--- src/design/iirtdf_pkg.sv ---
// ----------------------------------------------------------------------------
// IIR TDF-II package
// Item types, command codes and saturation helper shared by the filter.
// ----------------------------------------------------------------------------
`timescale 1ns / 1ps

package iirtdf_pkg;

  localparam int NREGS     = 5;
  localparam int REG_W     = 48;
  localparam int COEF_W    = 24;
  localparam int CFG_IDX_W = 3;
  localparam int SAMPLE_W  = 16;
  localparam int DELAY_W   = 48;
  localparam int FRAC      = 20;
  localparam int OPND_W    = DELAY_W - FRAC;
  localparam int PROD_W    = COEF_W + OPND_W;
  localparam int ACC_W     = PROD_W + 2;

  typedef struct packed {
    logic signed [SAMPLE_W-1:0] sample_in;
  } in_item_t;

  typedef struct packed {
    logic signed [SAMPLE_W-1:0] sample_out;
    logic                       clipped;
  } out_item_t;

  typedef struct packed {
    logic [CFG_IDX_W-1:0] index;
    logic [REG_W-1:0]     value;
  } cfg_item_t;

  typedef enum logic [1:0] {
    MUL_BX  = 2'd0,
    MUL_AHI = 2'd1,
    MUL_ALO = 2'd2
  } mul_op_e;

  typedef enum logic [2:0] {
    ACC_NONE = 3'd0,
    ACC_Y    = 3'd1,
    ACC_LOAD = 3'd2,
    ACC_SUB  = 3'd3,
    ACC_FIN  = 3'd4
  } acc_op_e;

  typedef struct packed {
    logic    load_x;
    mul_op_e mul_op;
    acc_op_e acc_op;
    logic    rd_en;
    logic    out_load;
  } cmd_t;

  function automatic logic signed [DELAY_W-1:0] sat48(input logic signed [ACC_W-1:0] v);
    logic signed [DELAY_W-1:0] r;
    if (v[ACC_W-1:DELAY_W-1] == '0 || v[ACC_W-1:DELAY_W-1] == '1) begin
      r = v[DELAY_W-1:0];
    end else if (v[ACC_W-1]) begin
      r = {1'b1, {(DELAY_W-1){1'b0}}};
    end else begin
      r = {1'b0, {(DELAY_W-1){1'b1}}};
    end
    return r;
  endfunction

endpackage

--- src/design/iirtdf_stream_if.sv ---
// ----------------------------------------------------------------------------
// IIR TDF-II stream interface
// Valid/ready channel carrying one item of type payload_t.
// ----------------------------------------------------------------------------
`timescale 1ns / 1ps

interface iirtdf_stream_if #(
  parameter type payload_t = logic
);
  logic     valid;
  logic     ready;
  payload_t data;

  modport source (output valid, output data, input ready);
  modport sink   (input valid, input data, output ready);
endinterface

--- src/design/iirtdf_ctrl.sv ---
// ----------------------------------------------------------------------------
// IIR TDF-II controller
// Sequences the shared multiplier and accumulator through all taps of one item.
// ----------------------------------------------------------------------------
`timescale 1ns / 1ps

module iirtdf_ctrl #(
  parameter int TAPS = 5,
  parameter int TW   = $clog2(TAPS),
  parameter int DW   = (TAPS > 2) ? $clog2(TAPS - 1) : 1
) (
  input  logic              clk_i,
  input  logic              rst_ni,
  input  logic              in_valid_i,
  output logic              in_ready_o,
  output logic              out_valid_o,
  input  logic              out_ready_i,
  output iirtdf_pkg::cmd_t  cmd_o,
  output logic [TW-1:0]     tap_o,
  output logic [DW-1:0]     wr_idx_o
);
  import iirtdf_pkg::*;

  typedef enum logic [6:0] {
    S_IDLE     = 7'b0000001,
    S_MUL_B0   = 7'b0000010,
    S_MUL_BX   = 7'b0000100,
    S_MUL_AHI  = 7'b0001000,
    S_MUL_ALO  = 7'b0010000,
    S_FIN_LAST = 7'b0100000,
    S_HOLD     = 7'b1000000
  } state_e;

  state_e        state_q, state_d;
  logic [TW-1:0] tap_q, tap_d;
  logic          out_valid_q, out_valid_d;
  logic [TW-1:0] wr_full;
  logic          out_free;

  assign out_free = !out_valid_q || out_ready_i;

  always_comb begin
    state_d       = state_q;
    tap_d         = tap_q;
    cmd_o         = '0;
    cmd_o.mul_op  = MUL_BX;
    cmd_o.acc_op  = ACC_NONE;
    in_ready_o    = 1'b0;
    unique case (state_q)
      S_IDLE: begin
        in_ready_o   = 1'b1;
        cmd_o.load_x = in_valid_i;
        tap_d        = '0;
        if (in_valid_i) begin
          state_d = S_MUL_B0;
        end
      end
      S_MUL_B0: begin
        tap_d   = TW'(1);
        state_d = S_MUL_BX;
      end
      S_MUL_BX: begin
        cmd_o.acc_op = (tap_q == TW'(1)) ? ACC_Y : ACC_FIN;
        state_d      = S_MUL_AHI;
      end
      S_MUL_AHI: begin
        cmd_o.mul_op = MUL_AHI;
        cmd_o.acc_op = ACC_LOAD;
        cmd_o.rd_en  = (tap_q < TW'(TAPS - 1));
        state_d      = S_MUL_ALO;
      end
      S_MUL_ALO: begin
        cmd_o.mul_op = MUL_ALO;
        cmd_o.acc_op = ACC_SUB;
        if (tap_q == TW'(TAPS - 1)) begin
          state_d = S_FIN_LAST;
        end else begin
          tap_d   = tap_q + TW'(1);
          state_d = S_MUL_BX;
        end
      end
      S_FIN_LAST: begin
        cmd_o.acc_op = ACC_FIN;
        if (out_free) begin
          cmd_o.out_load = 1'b1;
          state_d        = S_IDLE;
        end else begin
          state_d = S_HOLD;
        end
      end
      S_HOLD: begin
        if (out_free) begin
          cmd_o.out_load = 1'b1;
          state_d        = S_IDLE;
        end
      end
      default: state_d = S_IDLE;
    endcase
  end

  always_comb begin
    if (state_q == S_FIN_LAST) begin
      wr_full = tap_q - TW'(1);
    end else begin
      wr_full = tap_q - TW'(1) - TW'(1);
    end
  end

  always_comb begin
    if (cmd_o.out_load) begin
      out_valid_d = 1'b1;
    end else if (out_ready_i) begin
      out_valid_d = 1'b0;
    end else begin
      out_valid_d = out_valid_q;
    end
  end

  always_ff @(posedge clk_i or negedge rst_ni) begin
    if (!rst_ni) begin
      state_q     <= S_IDLE;
      tap_q       <= '0;
      out_valid_q <= 1'b0;
    end else begin
      state_q     <= state_d;
      tap_q       <= tap_d;
      out_valid_q <= out_valid_d;
    end
  end

  assign tap_o       = tap_q;
  assign wr_idx_o    = wr_full[DW-1:0];
  assign out_valid_o = out_valid_q;

endmodule

--- src/design/iirtdf_datapath.sv ---
// ----------------------------------------------------------------------------
// IIR TDF-II datapath
// Coefficient registers, delay terms, shared multiplier and accumulator.
// ----------------------------------------------------------------------------
`timescale 1ns / 1ps

module iirtdf_datapath #(
  parameter int TAPS = 5,
  parameter int TW   = $clog2(TAPS),
  parameter int DW   = (TAPS > 2) ? $clog2(TAPS - 1) : 1
) (
  input  logic                            clk_i,
  input  logic                            rst_ni,
  input  iirtdf_pkg::cmd_t                cmd_i,
  input  logic [TW-1:0]                   tap_i,
  input  logic [DW-1:0]                   wr_idx_i,
  input  logic signed [iirtdf_pkg::SAMPLE_W-1:0] sample_in_i,
  input  logic                            cfg_valid_i,
  input  iirtdf_pkg::cfg_item_t           cfg_data_i,
  output iirtdf_pkg::out_item_t           out_data_o
);
  import iirtdf_pkg::*;

  logic        [REG_W-1:0]    coef_q [NREGS];
  logic signed [DELAY_W-1:0]  d_q    [TAPS-1];
  logic signed [SAMPLE_W-1:0] x_q;
  logic signed [DELAY_W-1:0]  y_q;
  logic signed [ACC_W-1:0]    acc_q;
  logic signed [PROD_W-1:0]   prod_q, prod_d;
  out_item_t                  out_q;

  logic signed [COEF_W-1:0]   coef_b, coef_a, coef_sel;
  logic signed [OPND_W-1:0]   opnd_sel;
  logic signed [DELAY_W-1:0]  d_rd;
  logic signed [ACC_W-1:0]    fin_v;
  logic signed [OPND_W-1:0]   q_trunc;

  // Coefficient lookup; taps past the register file read as zero
  always_comb begin
    coef_b = '0;
    coef_a = '0;
    for (int k = 0; k < NREGS; k++) begin
      if (32'(tap_i) == k) begin
        coef_b = coef_q[k][REG_W-1:COEF_W];
        coef_a = coef_q[k][COEF_W-1:0];
      end
    end
  end

  always_comb begin
    case (cmd_i.mul_op)
      MUL_AHI: begin
        coef_sel = coef_a;
        opnd_sel = y_q[DELAY_W-1:FRAC];
      end
      MUL_ALO: begin
        coef_sel = coef_a;
        opnd_sel = {{(OPND_W-FRAC){1'b0}}, y_q[FRAC-1:0]};
      end
      default: begin
        coef_sel = coef_b;
        opnd_sel = OPND_W'(x_q);
      end
    endcase
  end

  assign prod_d = coef_sel * opnd_sel;
  assign d_rd   = cmd_i.rd_en ? d_q[tap_i[DW-1:0]] : '0;
  assign fin_v  = acc_q - ACC_W'(prod_q >>> FRAC);

  // Truncate toward zero: floor plus one for negative values with a fraction
  assign q_trunc = y_q[DELAY_W-1:FRAC]
                 + OPND_W'({1'b0, y_q[DELAY_W-1] & (|y_q[FRAC-1:0])});

  always_ff @(posedge clk_i or negedge rst_ni) begin
    if (!rst_ni) begin
      for (int k = 0; k < NREGS; k++) begin
        coef_q[k] <= '0;
      end
      for (int k = 0; k < TAPS - 1; k++) begin
        d_q[k] <= '0;
      end
    end else begin
      if (cfg_valid_i && cfg_data_i.index < CFG_IDX_W'(NREGS)) begin
        coef_q[cfg_data_i.index] <= cfg_data_i.value;
      end
      if (cmd_i.acc_op == ACC_FIN) begin
        d_q[wr_idx_i] <= sat48(fin_v);
      end
    end
  end

  always_ff @(posedge clk_i) begin
    prod_q <= prod_d;
    if (cmd_i.load_x) begin
      x_q <= sample_in_i;
    end
    case (cmd_i.acc_op)
      ACC_Y:    y_q   <= sat48(ACC_W'(prod_q) + ACC_W'(d_q[0]));
      ACC_LOAD: acc_q <= ACC_W'(prod_q) + ACC_W'(d_rd);
      ACC_SUB:  acc_q <= acc_q - ACC_W'(prod_q);
      default:  ;
    endcase
    if (cmd_i.out_load) begin
      if (q_trunc[OPND_W-1:SAMPLE_W-1] == '0 || q_trunc[OPND_W-1:SAMPLE_W-1] == '1) begin
        out_q.sample_out <= q_trunc[SAMPLE_W-1:0];
        out_q.clipped    <= 1'b0;
      end else begin
        out_q.sample_out <= q_trunc[OPND_W-1] ? {1'b1, {(SAMPLE_W-1){1'b0}}}
                                              : {1'b0, {(SAMPLE_W-1){1'b1}}};
        out_q.clipped    <= 1'b1;
      end
    end
  end

  assign out_data_o = out_q;

endmodule

--- src/design/iir_transposed_direct_form_two_filter.sv ---
// Items are taken one at a time: a new item is accepted only after the last
// result has been loaded into the output register. The single shared
// multiplier forms three products per tap plus b0*x.
// Reset: clears coefficients, delay terms and control at once; no clearing pass.
// ----------------------------------------------------------------------------
// IIR filter, transposed direct form II
// Fixed-point order TAPS-1 filter with saturated 16-bit output.
// ----------------------------------------------------------------------------
`timescale 1ns / 1ps

module iir_transposed_direct_form_two_filter #(
  parameter int TAPS = 5
) (
  input  logic            clk_i,
  input  logic            rst_ni,
  iirtdf_stream_if.sink   in_if,
  iirtdf_stream_if.source out_if,
  iirtdf_stream_if.sink   cfg_if
);
  import iirtdf_pkg::*;

  localparam int TW = $clog2(TAPS);
  localparam int DW = (TAPS > 2) ? $clog2(TAPS - 1) : 1;

  cmd_t          cmd;
  logic [TW-1:0] tap;
  logic [DW-1:0] wr_idx;
  in_item_t      in_item;
  cfg_item_t     cfg_item;
  out_item_t     out_item;

  assign in_item    = in_if.data;
  assign cfg_item   = cfg_if.data;
  assign cfg_if.ready = 1'b1;
  assign out_if.data  = out_item;

  iirtdf_ctrl #(
    .TAPS (TAPS),
    .TW   (TW),
    .DW   (DW)
  ) u_ctrl (
    .clk_i       (clk_i),
    .rst_ni      (rst_ni),
    .in_valid_i  (in_if.valid),
    .in_ready_o  (in_if.ready),
    .out_valid_o (out_if.valid),
    .out_ready_i (out_if.ready),
    .cmd_o       (cmd),
    .tap_o       (tap),
    .wr_idx_o    (wr_idx)
  );

  iirtdf_datapath #(
    .TAPS (TAPS),
    .TW   (TW),
    .DW   (DW)
  ) u_datapath (
    .clk_i       (clk_i),
    .rst_ni      (rst_ni),
    .cmd_i       (cmd),
    .tap_i       (tap),
    .wr_idx_i    (wr_idx),
    .sample_in_i (in_item.sample_in),
    .cfg_valid_i (cfg_if.valid),
    .cfg_data_i  (cfg_item),
    .out_data_o  (out_item)
  );

endmodule

--- src/flat_wrapper.sv ---
// flat-port wrapper written by rule: the top's interface ports become plain ports
module iir_transposed_direct_form_two_filter_flat import iirtdf_pkg::*;
#(
  parameter int TAPS = 5
)
  (clk_i, rst_ni, in_if_valid, in_if_data, in_if_ready, out_if_valid, out_if_data, out_if_ready, cfg_if_valid, cfg_if_data, cfg_if_ready);
  iirtdf_stream_if in_if_i ();
  iirtdf_stream_if out_if_i ();
  iirtdf_stream_if cfg_if_i ();
  input  logic clk_i;
  input  logic rst_ni;
  input wire logic [$bits(in_if_i.valid)-1:0] in_if_valid;
  input wire logic [$bits(in_if_i.data)-1:0] in_if_data;
  output wire logic [$bits(in_if_i.ready)-1:0] in_if_ready;
  output wire logic [$bits(out_if_i.valid)-1:0] out_if_valid;
  output wire logic [$bits(out_if_i.data)-1:0] out_if_data;
  input wire logic [$bits(out_if_i.ready)-1:0] out_if_ready;
  input wire logic [$bits(cfg_if_i.valid)-1:0] cfg_if_valid;
  input wire logic [$bits(cfg_if_i.data)-1:0] cfg_if_data;
  output wire logic [$bits(cfg_if_i.ready)-1:0] cfg_if_ready;
  assign in_if_i.valid = in_if_valid;
  assign in_if_i.data = in_if_data;
  assign in_if_ready = in_if_i.ready;
  assign out_if_valid = out_if_i.valid;
  assign out_if_data = out_if_i.data;
  assign out_if_i.ready = out_if_ready;
  assign cfg_if_i.valid = cfg_if_valid;
  assign cfg_if_i.data = cfg_if_data;
  assign cfg_if_ready = cfg_if_i.ready;
  iir_transposed_direct_form_two_filter #(.TAPS(TAPS)) u_core (.clk_i(clk_i), .rst_ni(rst_ni), .in_if(in_if_i), .out_if(out_if_i), .cfg_if(cfg_if_i));
endmodule
--- config.mk ---
export PLATFORM = sky130hd
export DESIGN_NAME = iir_transposed_direct_form_two_filter_flat
export DESIGN_NICKNAME = d
export VERILOG_FILES = /design/src/design/iirtdf_pkg.sv /design/src/design/iirtdf_stream_if.sv /design/src/design/iirtdf_ctrl.sv /design/src/design/iirtdf_datapath.sv /design/src/design/iir_transposed_direct_form_two_filter.sv /design/src/flat_wrapper.sv
export SDC_FILE = /design/constraint.sdc
export NUM_CORES = 1
export LEC_CHECK = 0
export BUFFER_PORTS_ARGS = -buffer_cell sky130_fd_sc_hd__buf_4
export CORE_MARGIN = 4
export CORE_UTILIZATION = 25
export CTS_BUF_LIST = sky130_fd_sc_hd__clkbuf_8 sky130_fd_sc_hd__clkbuf_16
export DETAILED_ROUTE_END_ITERATION = 16
export MAX_ROUTING_LAYER = met4
export SLEW_MARGIN = 20
export SYNTH_ARGS = -nofsm -noshare
export SYNTH_HDL_FRONTEND = slang
export SYNTH_SLANG_ARGS = --single-unit
--- constraint.sdc ---
create_clock -name clk_i -period 10.1 [get_ports clk_i]
set_input_delay 2.02 -clock clk_i [delete_from_list [all_inputs] [get_ports clk_i]]
set_output_delay 2.02 -clock clk_i [all_outputs]
set_load 0.02 [all_outputs]
* Word level (Yosys, flattened, before mapping) *
Index checks and enable logic that the tools add are counted.

storage, ports and cells
  bits in registers = 360
  input bits = 7
  word-level logic and storage cells = 109

operators by class
  add/subtract/negate cells = 8
  multiply operators = 1
  order comparisons = 4
  eq/ne operators = 23
  multiplexer cells = 39
  bitwise logic cells = 3
  reduce and logical (&&, ||, !) cells = 18

operators by type and width
  cell                  count
  $mux 48               9
  $bwmux 192            1
  $pmux 54 s2           1
  $add 52x48->53        2
  $bmux 48 s2           1
  $demux 48 s2          1
  $mux 24               4
  $pmux 28 s2           1
  $sub 54x32->54        1
  $sub 54x52->54        1
  $mul 24x28->52        1
  $pmux 7 s7            1
  $add 28x1->28         1
  $eq 7x7->1 const B    3
  $mux 7                3
  $reduce_or 20->1      1
  $logic_not 7->1       2
  $eq 13x13->1 const B  1
  $logic_not 13->1      1
  $eq 3x2->1 const B    4
  $pmux 3 s4            1
  $mux 1                10
  $pmux 3 s3            1
  $eq 7x1->1 const B    1
  other kinds (29)      43

* Longest topological paths before layout *
Gate-level depths: netlist of the first run.

  depth in word-level cells = 9
  depth in mapped cells = 17
  depth with buffers taken out = 16

* Modules after synthesis *
From an unflattened synthesis of the first run, not the netlist that was laid out.

second synthesis, totals
  cells, all modules = 6,564
  area, all modules = 62,467.4 µm²

by module, submodules not included
  module                                 times used  cells an instance  area each (µm²)
  iirtdf_datapath                        1           6,483              61,724.2
  iirtdf_ctrl                            1           78                 728.2
  iir_transposed_direct_form_two_filter  1           3                  15.0

* Worst setup path before layout of the first run *
OpenSTA, ideal clock, no wires.

  path type = register -> register
  start point = register u_core.u_ctrl.state_q[5]
  end point = register u_core.u_datapath.acc_q[0], enable pin
  setup time = 0.754 ns
  data arrival time = 10.243 ns
  required time = 9.346 ns
  slack = -0.897 ns
  cell stages (with the launch flop) = 9
  period minus slack after synthesis = 10.997 ns
  path through = dfrtp_1 -> nor3_1 -> nand2_1 -> nor3b_1 -> clkbuf_1 -> inv_1 -> ha_1 -> clkbuf_1 -> a2111oi_0

between the ends
  cells in the longest elaborated chain, start to end = 4
  elaborated cells between the ends (all ways) = 8
  those cells by class = eq/ne: 6; mux: 1; reduce/logical: 1

RTL lines
  element                                   line                    source
  start: declaration                        iirtdf_ctrl.sv:34       state_e state_q, state_d;
  start signal: assignment                  iirtdf_ctrl.sv:125      state_q <= state_d;
  $eq 7x6->1, or another cell as far along  iirtdf_ctrl.sv:49       unique case (state_q)
  $pmux 3 s4 *                              iirtdf_ctrl.sv:49
  $eq 3x2->1                                iirtdf_datapath.sv:98   case (cmd_i.acc_op)
  $reduce_bool 2->1 (no line) *             -
  end signal: assignment                    iirtdf_datapath.sv:100  ACC_LOAD: acc_q <= ACC_W'(prod_q) + ACC_W'(d_rd);
  end signal: assignment                    iirtdf_datapath.sv:101  ACC_SUB: acc_q <= acc_q - ACC_W'(prod_q);
  end: declaration                          iirtdf_datapath.sv:28   logic signed [ACC_W-1:0] acc_q;

Mark *: on every way between the ends. The rest lies on a longest branch, timed or not.
A chain may end at the register's enable or synchronous reset.

* Worst setup path after layout of the first run *
  start point = register u_core.u_ctrl.tap_q[0], in the netlist u_core.u_ctrl.tap_o[0]
  end point = register u_core.u_datapath.acc_q[48] (data pin)

between the ends
  cells in the longest elaborated chain, start to end = 7
  elaborated cells between the ends (all ways) = 14
  those cells by class = add/sub: 1; order compare: 1; eq/ne: 3; mux: 8; bitwise: 1

RTL lines
  element                                      line                    source
  start: declaration                           iirtdf_ctrl.sv:35       logic [TW-1:0] tap_q, tap_d;
  start signal: assignment                     iirtdf_ctrl.sv:126      tap_q <= tap_d;
  $not 2->3 (not written as such)              iirtdf_datapath.sv:68   assign d_rd = cmd_i.rd_en ? d_q[tap_i[DW-1:0]] : '0;
  $bmux 48 s2                                  iirtdf_datapath.sv:68
  $mux 48 (not written as such) (2 in series)  iirtdf_datapath.sv:68
  $mux 48                                      iirtdf_datapath.sv:68
  $add 52x48->53                               iirtdf_datapath.sv:100
  $pmux 54 s2 *                                iirtdf_datapath.sv:98

Mark *: on every way between the ends. The rest lies on a longest branch, timed or not. The select of a mux whose other input is x is not followed.

==> run_results.csv, run 1 <==
group,metric,value,unit
die,io_pins,11,
sta,relSlewSlack,0.242,
routing,viasPerCell,5.44,
worst_setup_path,crit_fanout,37,
die,floorplan.initialDensity,0.252,
clocking,clock-sinks,335,
power,power.leakage,0.0115,uW
clocking,cts_buffers,40,
worst_setup_path,path_common_cell,"o211ai_1",
yosys,synth_xor_xnor_area_share,0.0532,
worst_setup_path,crit_arrival,6.29,ns
placed_design,gp_congestion,0.922,
yosys,synth_top_family_by_area,"compound AO/OA/AOI/OAI gates",
placed_design,port-buffer-count,8,
yosys,synth_compound_area_frac,0.263,
clocking,cts_buffer_depth,3,
yosys,syn-cell-area,25700,sq um
routing,num_vias,22600,
routing,wl,84.1,mm
grt,track_usage,0.155,
yosys,synthFlopType,"dfrtp_1",
final_layout,final_area,28300,sq um
die,num_rows,117,
worst_setup_path,worst_setup_path_end_kind,"register",
yosys,syn_inst,2840,
sta,period_needed,6.04,ns
worst_setup_path,worst_path_max_delay_cell,"o311ai_1",
yosys,syn_avg_cell_area,9.04,sq um
worst_setup_path,start_kind,"register",
clocking,clk_pin_slew,0.07,ns
clocking,cts_tree,"done",
yosys,synthMuxAreaShare,0.0527,
grt,grt_overflow_total,0,
sta,hold_violations,0,
yosys,synth_seq_cells,335,
routing,final_antenna_net_count,0,
worst_setup_path,worstPathCellList,"buf_4 -> mux4_2 -> and3_1 -> ha_1 -> a21oi_1 -> o211ai_1 -> nor2b_1 -> o211ai_1 -> nand3_1 -> nand2_1 -> o22ai_1 -> a211oi_1 -> o311ai_1 -> o211ai_1",
final_layout,drive_gt1_frac,0.0765,
worst_setup_path,crit_required,10.34,ns
die,coreArea,102000,sq um
min_path,hold_path_class,"register to register",
routing,drt_iter0_drc,2212,
worst_setup_path,max_stage_delay,0.96,ns
grt,grt_max_degree,97,
flow_run,max-cap-violations,0,
clocking,cts-root-buf,"clkbuf_16",
sta,rsz0062_at_grt,"false",
yosys,synth_fa_ha_area_frac,0.0928,
worst_setup_path,crit_type,"register to register",
placed_design,dp_hpwl,61.0,mm
yosys,ys_seq_area_frac,0.341,
routing,first_pass_iters,6,
yosys,syn_nets,3035,
grt,grt_pass1_wl,129,mm
status,status,"finished, final reports clean",
yosys,async_flop_share,0.609,
sta,final_max_slew_viol_count,0,
clocking,clk_latency,0.59,ns
clocking,htree_levels,2,
routing,route.detailed.drc,0,
yosys,yosys_warnings,0,
power,vdd_ir_drop_max,140,uV
yosys,synthSimpleGateAreaFrac,0.155,
die,die-area,108000,sq um
sta,setup_viol,0,
yosys,synthDistinctLibCells,87,
sta,post-route-period-util,0.598,
sta,tns,0,ns
power,power.density,152,nW/um^2
clocking,cts_resized,0,
clocking,post_cts_buffers,0,
sta,max_freq,165,MHz
die,die_w,328,microns
final_layout,synthToLayoutAreaGrowth,10.3,%
sta,worstMarginPinSlew,1.13,ns
placed_design,post_dp_cell_area,27000,sq um
grt,antenna_found_initial,0,
final_layout,final_nets,2948,
clocking,ctsHoldBuffers,0,
final_layout,antenna_cells,0,
sta,fin_worst_skew,0.0276,ns
grt,grt_pass1_vias,21400,
routing,post_drt_wl_per_cell,20.3,microns
die,dieHeight,328,microns
yosys,synth_edf_count,103,
per-layer routing:
metal,track usage,vias to the layer above,wire [microns]
met5,-,-,0
li1,-,10600,-
met4,0.0473,0,2480
met2,0.245,727,38500
met1,0.209,11100,38500
met3,0.0197,121,4660
Yosys cell counts, types with 12 or more instances:
cell | number | share of area
o21ai_0 | 190 | 0.037
o21a_1 | 37 | 0.011
xor2_1 | 85 | 0.029
edfxtp_1 | 103 | 0.12
ha_1 | 184 | 0.090
nand2_1 | 256 | 0.037
mux2i_1 | 19 | 0.0074
or2_2 | 16 | 0.0039
buf_2 | 31 | 0.0060
nor2_1 | 177 | 0.026
a21oi_1 | 267 | 0.052
o311ai_1 | 20 | 0.0068
o31ai_1 | 88 | 0.026
clkbuf_1 | 113 | 0.017
a21boi_0 | 12 | 0.0035
and3_1 | 81 | 0.020
dfrtp_1 | 203 | 0.20
a22o_1 | 24 | 0.0082
nand4_1 | 47 | 0.011
a211oi_1 | 58 | 0.017
nor2b_1 | 24 | 0.0058
nand2b_1 | 26 | 0.0063
or3_1 | 18 | 0.0044
a21o_1 | 84 | 0.025
mux4_2 | 48 | 0.042
and2_1 | 18 | 0.0044
o311ai_0 | 35 | 0.012
a31oi_1 | 30 | 0.0073
nand3_1 | 55 | 0.011
nor4_1 | 23 | 0.0056
inv_1 | 86 | 0.013
nor3_1 | 38 | 0.0074
dfxtp_1 | 28 | 0.022
o21bai_1 | 22 | 0.0064
xnor2_1 | 71 | 0.024
o211ai_1 | 32 | 0.0094
cell families (layout without fill, tap and decap cells):
kind of cell	after synthesis	after routing
AO/OA/AOI/OAI	1015	1015
multiplexers	74	74
XOR/XNOR	156	156
flip-flops	335	335
buffers and inverters	255	200
adder cells (fa/ha/maj)	188	188
other	1	1
AND/OR/NAND/NOR	816	816
cells in the final DEF, fill, tap and decap left out, drive strengths merged, types with 47 or more instances in the layout:
| master | instances |
|---|---|
| a21oi | 269 |
| nand2 | 256 |
| dfrtp | 203 |
| o21ai | 198 |
| ha | 184 |
| nor2 | 178 |
| edfxtp | 103 |
| inv | 101 |
| o31ai | 88 |
| xor2 | 85 |
| a21o | 84 |
| and3 | 81 |
| xnor2 | 71 |
| a211oi | 61 |
| o311ai | 57 |
| nand3 | 55 |
| mux4 | 48 |
| clkbuf | 48 |
| nand4 | 47 |
metrics by stage:
stage	hold slack (ns)	worst slack, ns	total power, uW	cells	util
finish	0.476	4.06	4310	4153	0.278
global route	0.502	3.86	4540	4153	0.278
detailed placement	0.463	4.26	2880	4079	0.265
CTS	0.477	4.18	4350	4153	0.278
global placement	0.457	4.22	2850	4078	0.265
floorplan	0.441	1.78	2580	2840	-
area by class of cell:
class	count	area (sq um)
inverter	86	323
multi-input combinational	2250	15900
tap	1368	1710
clock inverter	27	173
fill	11100	73600
clock buffer	47	1130
timing repair buffer	40	314
sequential	335	8770
power breakdown:
| group | total (uW) | leakage, uW | switching [uW] | internal, uW |
|---|---|---|---|---|
| Clock | 1460 | 0.000687 | 649 | 808 |
| Sequential | 1920 | 0.00386 | 225 | 1690 |
| Combinational | 940 | 0.00700 | 491 | 449 |
| Total | 4310 | 0.0115 | 1360 | 2950 |
flip-flops by register name (all words and copies together), names as in the netlist:
register                      flops
u_core.u_datapath.d_q           192
u_core.u_datapath.acc_q          54
u_core.u_datapath.y_q            48
u_core.u_datapath.prod_q         28
u_core.u_ctrl.state_q             7
u_core.u_ctrl.tap_o               3
u_core.u_ctrl.out_valid_o         1
u_core.u_datapath.coef_q          1
u_core.u_datapath.out_data_o      1
worst paths after layout:
check	slack, ns	depth (start not counted)	end	startpoint
max	4.06	14	u_core.u_datapath.acc_q[48]	u_core.u_ctrl.tap_o[0]
min	0.48	2	u_core.u_datapath.d_q[143]	u_core.u_datapath.d_q[143]
max reg2reg	4.06	14	u_core.u_datapath.acc_q[48]	u_core.u_ctrl.tap_o[0]
min reg2reg	0.48	2	u_core.u_datapath.d_q[143]	u_core.u_datapath.d_q[143]
max in group asynchronous	7.05	2	u_core.u_ctrl.tap_o[0]	rst_ni
min in group asynchronous	1.50	1	u_core.u_datapath.d_q[97]	rst_ni
critical path: cells and delay by family, from the launching register on:
kind	cells	cell delay, ns
AOI/OAI and AO/OA	7	2.39
DFF	1	0.64
and+or+nand+nor	4	0.91
adders and majority gates	1	0.36
buffers and inverters	1	0.74
muxes	1	0.60
Note: power is estimated with default switching activity, not from simulation.
==> run 2: changes to the inputs <==
Clock period 10.1 ns to 5.7 ns, I/O delays scaled along.
==> run 2 against run 1 <==
Worst setup slack lost 3.6 ns. Core utilization increased by 0.19 points. Die area unchanged. Critical path depth stayed put. Largest cell class unchanged. Largest power group unchanged. Highest routed layer unchanged.
==> run_results.csv, run 2 (same netlist as run 1, synthesis figures left out) <==
group,metric,value,unit
status,status,"finished, final reports clean",
grt,grt_pass1_wl,130,mm
routing,wl,84.0,mm
final_layout,layout_common_cells,"a21oi_1 (267), nand2_1 (255), dfrtp_1 (201), o21ai_0 (190), ha_1 (184)",
worst_setup_path,crit_family,"compound AO/OA/AOI/OAI gates",
placed_design,post_dp_cell_area,27200,sq um
clocking,clk_latency,0.58,ns
worst_setup_path,crit_type,"register to register",
worst_setup_path,worst_path_max_delay_cell,"a221oi_1",
worst_setup_path,path_buf_inv,3,
clocking,post_cts_buffers,0,
sta,tns,0,ns
die,die-area,108000,sq um
die,num_rows,117,
clocking,cts_buffers,39,
routing,viasPerCell,5.40,
sta,relSlewSlack,0.333,
die,coreArea,102000,sq um
worst_setup_path,start_kind,"register",
worst_setup_path,worst_setup_path_end_kind,"register",
die,dieHeight,328,microns
routing,post_drt_wl_per_cell,20.1,microns
placed_design,pre_cts_slack,0.514,ns
sta,post-route-period-util,0.922,
final_layout,top_regs,"u_core.u_datapath.d_q: 192 flops, u_core.u_datapath.acc_q: 54 flops, u_core.u_datapath.y_q: 48 flops",
grt,antenna_found_initial,0,
power,vdd_ir_drop_max,252,uV
final_layout,final_common_cell,"a21oi_1",
grt,grt_overflow_total,0,
final_layout,max_flop_register,"u_core.u_datapath.d_q",
sta,hold_violations,0,
final_layout,nFillCells,11000,
final_layout,final_area,28500,sq um
final_layout,regArea,8770,sq um
routing,first_pass_iters,7,
sta,rsz0062_at_grt,"false",
final_layout,antenna_cells,0,
clocking,cts_tree,"done",
clocking,cts-root-buf,"clkbuf_16",
min_path,hold_path_class,"register to register",
routing,drt_iter0_drc,2358,
worst_setup_path,crit_required,6.13,ns
clocking,clock-sinks,335,
final_layout,drive_gt1_frac,0.0821,
die,floorplan.initialDensity,0.252,
final_layout,largest_reg_flops,192,
die,die_w,328,microns
die,io_pins,11,
final_layout,fin_util,0.280,
final_layout,multi_input_area,15900,sq um
clocking,clk_pin_slew,0.06,ns
placed_design,gp_congestion,0.927,
worst_setup_path,crit_arrival,5.68,ns
power,power.leakage,0.0117,uW
placed_design,dp_hpwl,62.5,mm
clocking,htree_levels,2,
sta,setup_viol,0,
sta,final_max_slew_viol_count,0,
sta,worstMarginPinSlew,0.997,ns
worst_setup_path,worstPathCellList,"inv_1 -> buf_12 -> ha_1 -> a21oi_1 -> o21ai_1 -> a221oi_1 -> nand2_1 -> or2_1 -> o311a_1 -> a211oi_2 -> nand2_1 -> mux2_4 -> buf_4 -> o311ai_0",
flow_run,max-cap-violations,0,
clocking,ctsHoldBuffers,0,
sta,setup_ws,0.444,ns
sta,period_needed,5.26,ns
sta,max_freq,190,MHz
worst_setup_path,crit_fanout,64,
routing,num_vias,22500,
worst_setup_path,max_stage_delay,0.72,ns
grt,grt_max_degree,142,
sta,fin_worst_skew,0.0255,ns
grt,track_usage,0.156,
worst_setup_path,path_common_cell,"nand2_1",
power,power.density,270,nW/um^2
routing,route.detailed.drc,0,
placed_design,port-buffer-count,8,
clocking,cts_resized,0,
final_layout,final_nets,2966,
routing,final_antenna_net_count,0,
final_layout,synthToLayoutAreaGrowth,11.1,%
grt,grt_pass1_vias,21300,
clocking,cts_buffer_depth,3,
==> run 2: worst min-delay path, cell delays in order (launching register included) <==
cell and delay [ns]:
dfrtp_1 0.34, nand2_1 0.05, nand2_1 0.06
==> run 2: worst paths after layout <==
check                      slack (ns)                         end  depth (start not counted)                          from
hold / removal                   0.48   u_core.u_datapath.d_q[95]                          2     u_core.u_datapath.d_q[95]
max in group asynchronous        3.83      u_core.u_ctrl.tap_o[0]                          2                        rst_ni
min in group asynchronous        0.57    u_core.u_datapath.d_q[5]                          1                        rst_ni
setup / recovery                 0.44  u_core.u_datapath.d_q[118]                         14  u_core.u_datapath.prod_q[50]
setup reg to reg                 0.44  u_core.u_datapath.d_q[118]                         14  u_core.u_datapath.prod_q[50]
hold reg to reg                  0.48   u_core.u_datapath.d_q[95]                          2     u_core.u_datapath.d_q[95]
==> run 2: power by group <==
| part | switching [uW] | internal (uW) |
|---|---|---|
| clock | 1100 | 1490 |
| sequential | 423 | 3000 |
| combinational | 863 | 807 |
| total | 2390 | 5300 |
==> run 2: area by class of cell <==
type / instances / area share
tap: 1368 / 0.0600
clock inverter: 24 / 0.00654
multi-input combinational: 2250 / 0.558
clock buffer: 48 / 0.0394
sequential: 335 / 0.307
timing repair buffer: 59 / 0.0171
inverter: 86 / 0.0113
==> run 2: per-stage QoR <==
step / power, uW / instances / hold WS [ns]
CTS: 7750 / 4170 / 0.479
finish: 7690 / 4170 / 0.479
global placement: 5080 / 4098 / 0.456
detailed placement: 5130 / 4098 / 0.463
global route: 8080 / 4170 / 0.491
floorplan: 4580 / 2840 / 0.441
==> run 2: metal layers <==
metal / vias to the layer above / track usage / wire length, microns / share of wire
met1: 11000 / 0.212 / 38100 / 0.45
met5: - / - / 0 / 0
met2: 775 / 0.238 / 37500 / 0.45
met4: 0 / 0.0587 / 3380 / 0.040
li1: 10700 / - / - / -
met3: 137 / 0.0207 / 4940 / 0.059
==> run 3: changes to the inputs <==
Settings changed: ABC_CLOCK_PERIOD_IN_PS set to 5700, CORE_ASPECT_RATIO set to 0.7.
==> run 3 against run 2 <==
First-iteration DRC count increased by 14%. Combinational power increased by 2%. Wire length rose by 4.8%. Via count up 2.6%. Sequential share of layout area about the same. Non-clock buffer count is 10 higher. Sequential cell count is the same. Critical endpoint is now u_core.u_datapath.acc_q[50]. Largest cell class unchanged.
==> run_results.csv, run 3 (same netlist as run 1, synthesis figures left out) <==
group,metric,value,unit
placed_design,gp_congestion,0.958,
routing,post_drt_wl_per_cell,21.2,microns
min_path,hold_path_class,"register to register",
grt,grt_pass1_wl,133,mm
worst_setup_path,worstPathCellList,"buf_4 -> mux4_2 -> and3_1 -> ha_1 -> a21o_1 -> a21o_1 -> a221o_1 -> o211ai_1 -> nand3_1 -> nand2_1 -> o22ai_1 -> a211oi_1 -> o311ai_0 -> buf_4 -> o211ai_1",
sta,hold_violations,0,
placed_design,dp_hpwl,66.4,mm
sta,setup_ws,0.338,ns
die,die_w,391,microns
grt,grt_overflow_total,0,
status,status,"finished, final reports clean",
routing,final_antenna_net_count,0,
clocking,cts_tree,"done",
clocking,cts_buffers,35,
placed_design,pre_cts_slack,0.562,ns
clocking,post_cts_buffers,0,
routing,num_vias,23100,
final_layout,drive_gt1_frac,0.0842,
grt,antenna_found_initial,1,
clocking,cts_resized,0,
die,coreArea,102000,sq um
flow_run,max-cap-violations,0,
worst_setup_path,start_kind,"register",
placed_design,port-buffer-count,8,
final_layout,layout_common_cells,"a21oi_1 (267), nand2_1 (255), dfrtp_1 (201), o21ai_0 (190), ha_1 (184)",
routing,route.detailed.drc,0,
grt,grt_max_degree,92,
sta,fin_worst_skew,0.0203,ns
worst_setup_path,max_stage_delay,0.73,ns
final_layout,synthToLayoutAreaGrowth,11.2,%
clocking,clk_latency,0.56,ns
worst_setup_path,crit_family,"compound AO/OA/AOI/OAI gates",
worst_setup_path,crit_type,"register to register",
grt,track_usage,0.161,
clocking,clock-sinks,335,
power,power.leakage,0.0117,uW
worst_setup_path,crit_required,6.06,ns
sta,relSlewSlack,0.349,
routing,first_pass_iters,6,
clocking,htree_levels,2,
worst_setup_path,crit_fanout,25,
clocking,cts_buffer_depth,3,
final_layout,largest_reg_flops,192,
worst_setup_path,worst_setup_path_end_kind,"register",
die,num_rows,98,
sta,worstMarginPinSlew,0.976,ns
final_layout,nFillCells,10900,
final_layout,final_common_cell,"a21oi_1",
sta,max_freq,186,MHz
clocking,ctsHoldBuffers,0,
sta,tns,0,ns
final_layout,top_regs,"u_core.u_datapath.d_q: 192 flops, u_core.u_datapath.acc_q: 54 flops, u_core.u_datapath.y_q: 48 flops",
sta,setup_viol,0,
clocking,clk_pin_slew,0.07,ns
sta,final_max_slew_viol_count,0,
worst_setup_path,path_buf_inv,2,
routing,wl,88.0,mm
die,io_pins,11,
worst_setup_path,crit_arrival,5.72,ns
die,floorplan.initialDensity,0.252,
worst_setup_path,worst_path_max_delay_cell,"dfrtp_4",
final_layout,max_flop_register,"u_core.u_datapath.d_q",
grt,grt_pass1_vias,20800,
die,die-area,108000,sq um
clocking,cts-root-buf,"clkbuf_16",
routing,viasPerCell,5.56,
final_layout,final_nets,2972,
sta,post-route-period-util,0.941,
power,power.density,270,nW/um^2
power,vdd_ir_drop_max,213,uV
die,dieHeight,276,microns
sta,rsz0062_at_grt,"false",
routing,drt_iter0_drc,2690,
sta,period_needed,5.36,ns
## run 3: cell count changes in the layout (fill, tap and decap cells not counted), moves of 2 or more
cell	previous run	this run
clkinv_4	1	3
inv_4	1	5
inv_6	3	0
inv_1	95	90
bufinv_16	2	5
buf_4	55	63
clkbuf_16	41	39
clkbuf_8	8	3
buf_12	3	5
clkinv_2	7	1
clkinv_1	0	2
## run 3: area by class of cell
class | count | area, sq um | share of cell area
Antenna cell | 1 | 2.50 | 0.0000877
Clock buffer | 41 | 1000 | 0.0352
Clock inverter | 22 | 254 | 0.00890
Inverter | 86 | 323 | 0.0113
Multi-Input combinational cell | 2250 | 15900 | 0.558
Sequential cell | 335 | 8770 | 0.307
Tap cell | 1350 | 1690 | 0.0592
Timing Repair Buffer | 69 | 587 | 0.0206
## run 3: per-stage QoR
step	area [sq um]	util	power (uW)	hold WS (ns)	cells
2_1_floorplan	25700	-	4580	0.441	2840
3_3_place_gp	27300	0.267	5100	0.455	4090
3_5_place_dp	27300	0.267	5130	0.461	4090
4_1_cts	28500	0.280	7750	0.478	4153
5_1_grt	28500	0.280	8090	0.500	4154
6_report	28500	0.280	7710	0.474	4154
## run 3: final timing paths
path / start / to / slack, ns / depth (start not counted)
worst max-delay path: u_core.u_ctrl.tap_o[0] / u_core.u_datapath.acc_q[50] / 0.34 / 15
worst min-delay path: u_core.u_datapath.d_q[95] / u_core.u_datapath.d_q[95] / 0.47 / 2
max in group asynchronous: rst_ni / u_core.u_datapath.d_q[38] / 4.01 / 2
worst min register to register: u_core.u_datapath.d_q[95] / u_core.u_datapath.d_q[95] / 0.47 / 2
min in group asynchronous: rst_ni / u_core.u_datapath.d_q[6] / 0.63 / 1
worst max register to register: u_core.u_ctrl.tap_o[0] / u_core.u_datapath.acc_q[50] / 0.34 / 15
## run 3: power by group
group | switching [uW] | internal (uW) | total, uW
clock network | 1110 | 1500 | 2610
logic | 889 | 816 | 1710
registers | 403 | 2990 | 3400
## run 3: routing by layer
| layer | vias to the layer above | global-route usage | part of all wire |
|---|---|---|---|
| met1 | 11300 | 0.256 | 0.50 |
| met2 | 978 | 0.197 | 0.37 |
| li1 | 10700 | - | - |
| met3 | 94 | 0.0437 | 0.11 |
| met5 | - | - | 0 |
| met4 | 0 | 0.0312 | 0.018 |
## run 3: worst register-to-register path: cells and delay by family (launching register included)
kind                     cells  cell delay (ns)
AO/OA/AOI/OAI                8             2.17
flip-flops                   1             0.73
buffers and inverters        2             0.61
AND/OR/NAND/NOR              3             0.77
multiplexers                 1             0.57
adder cells (fa/ha/maj)      1             0.34
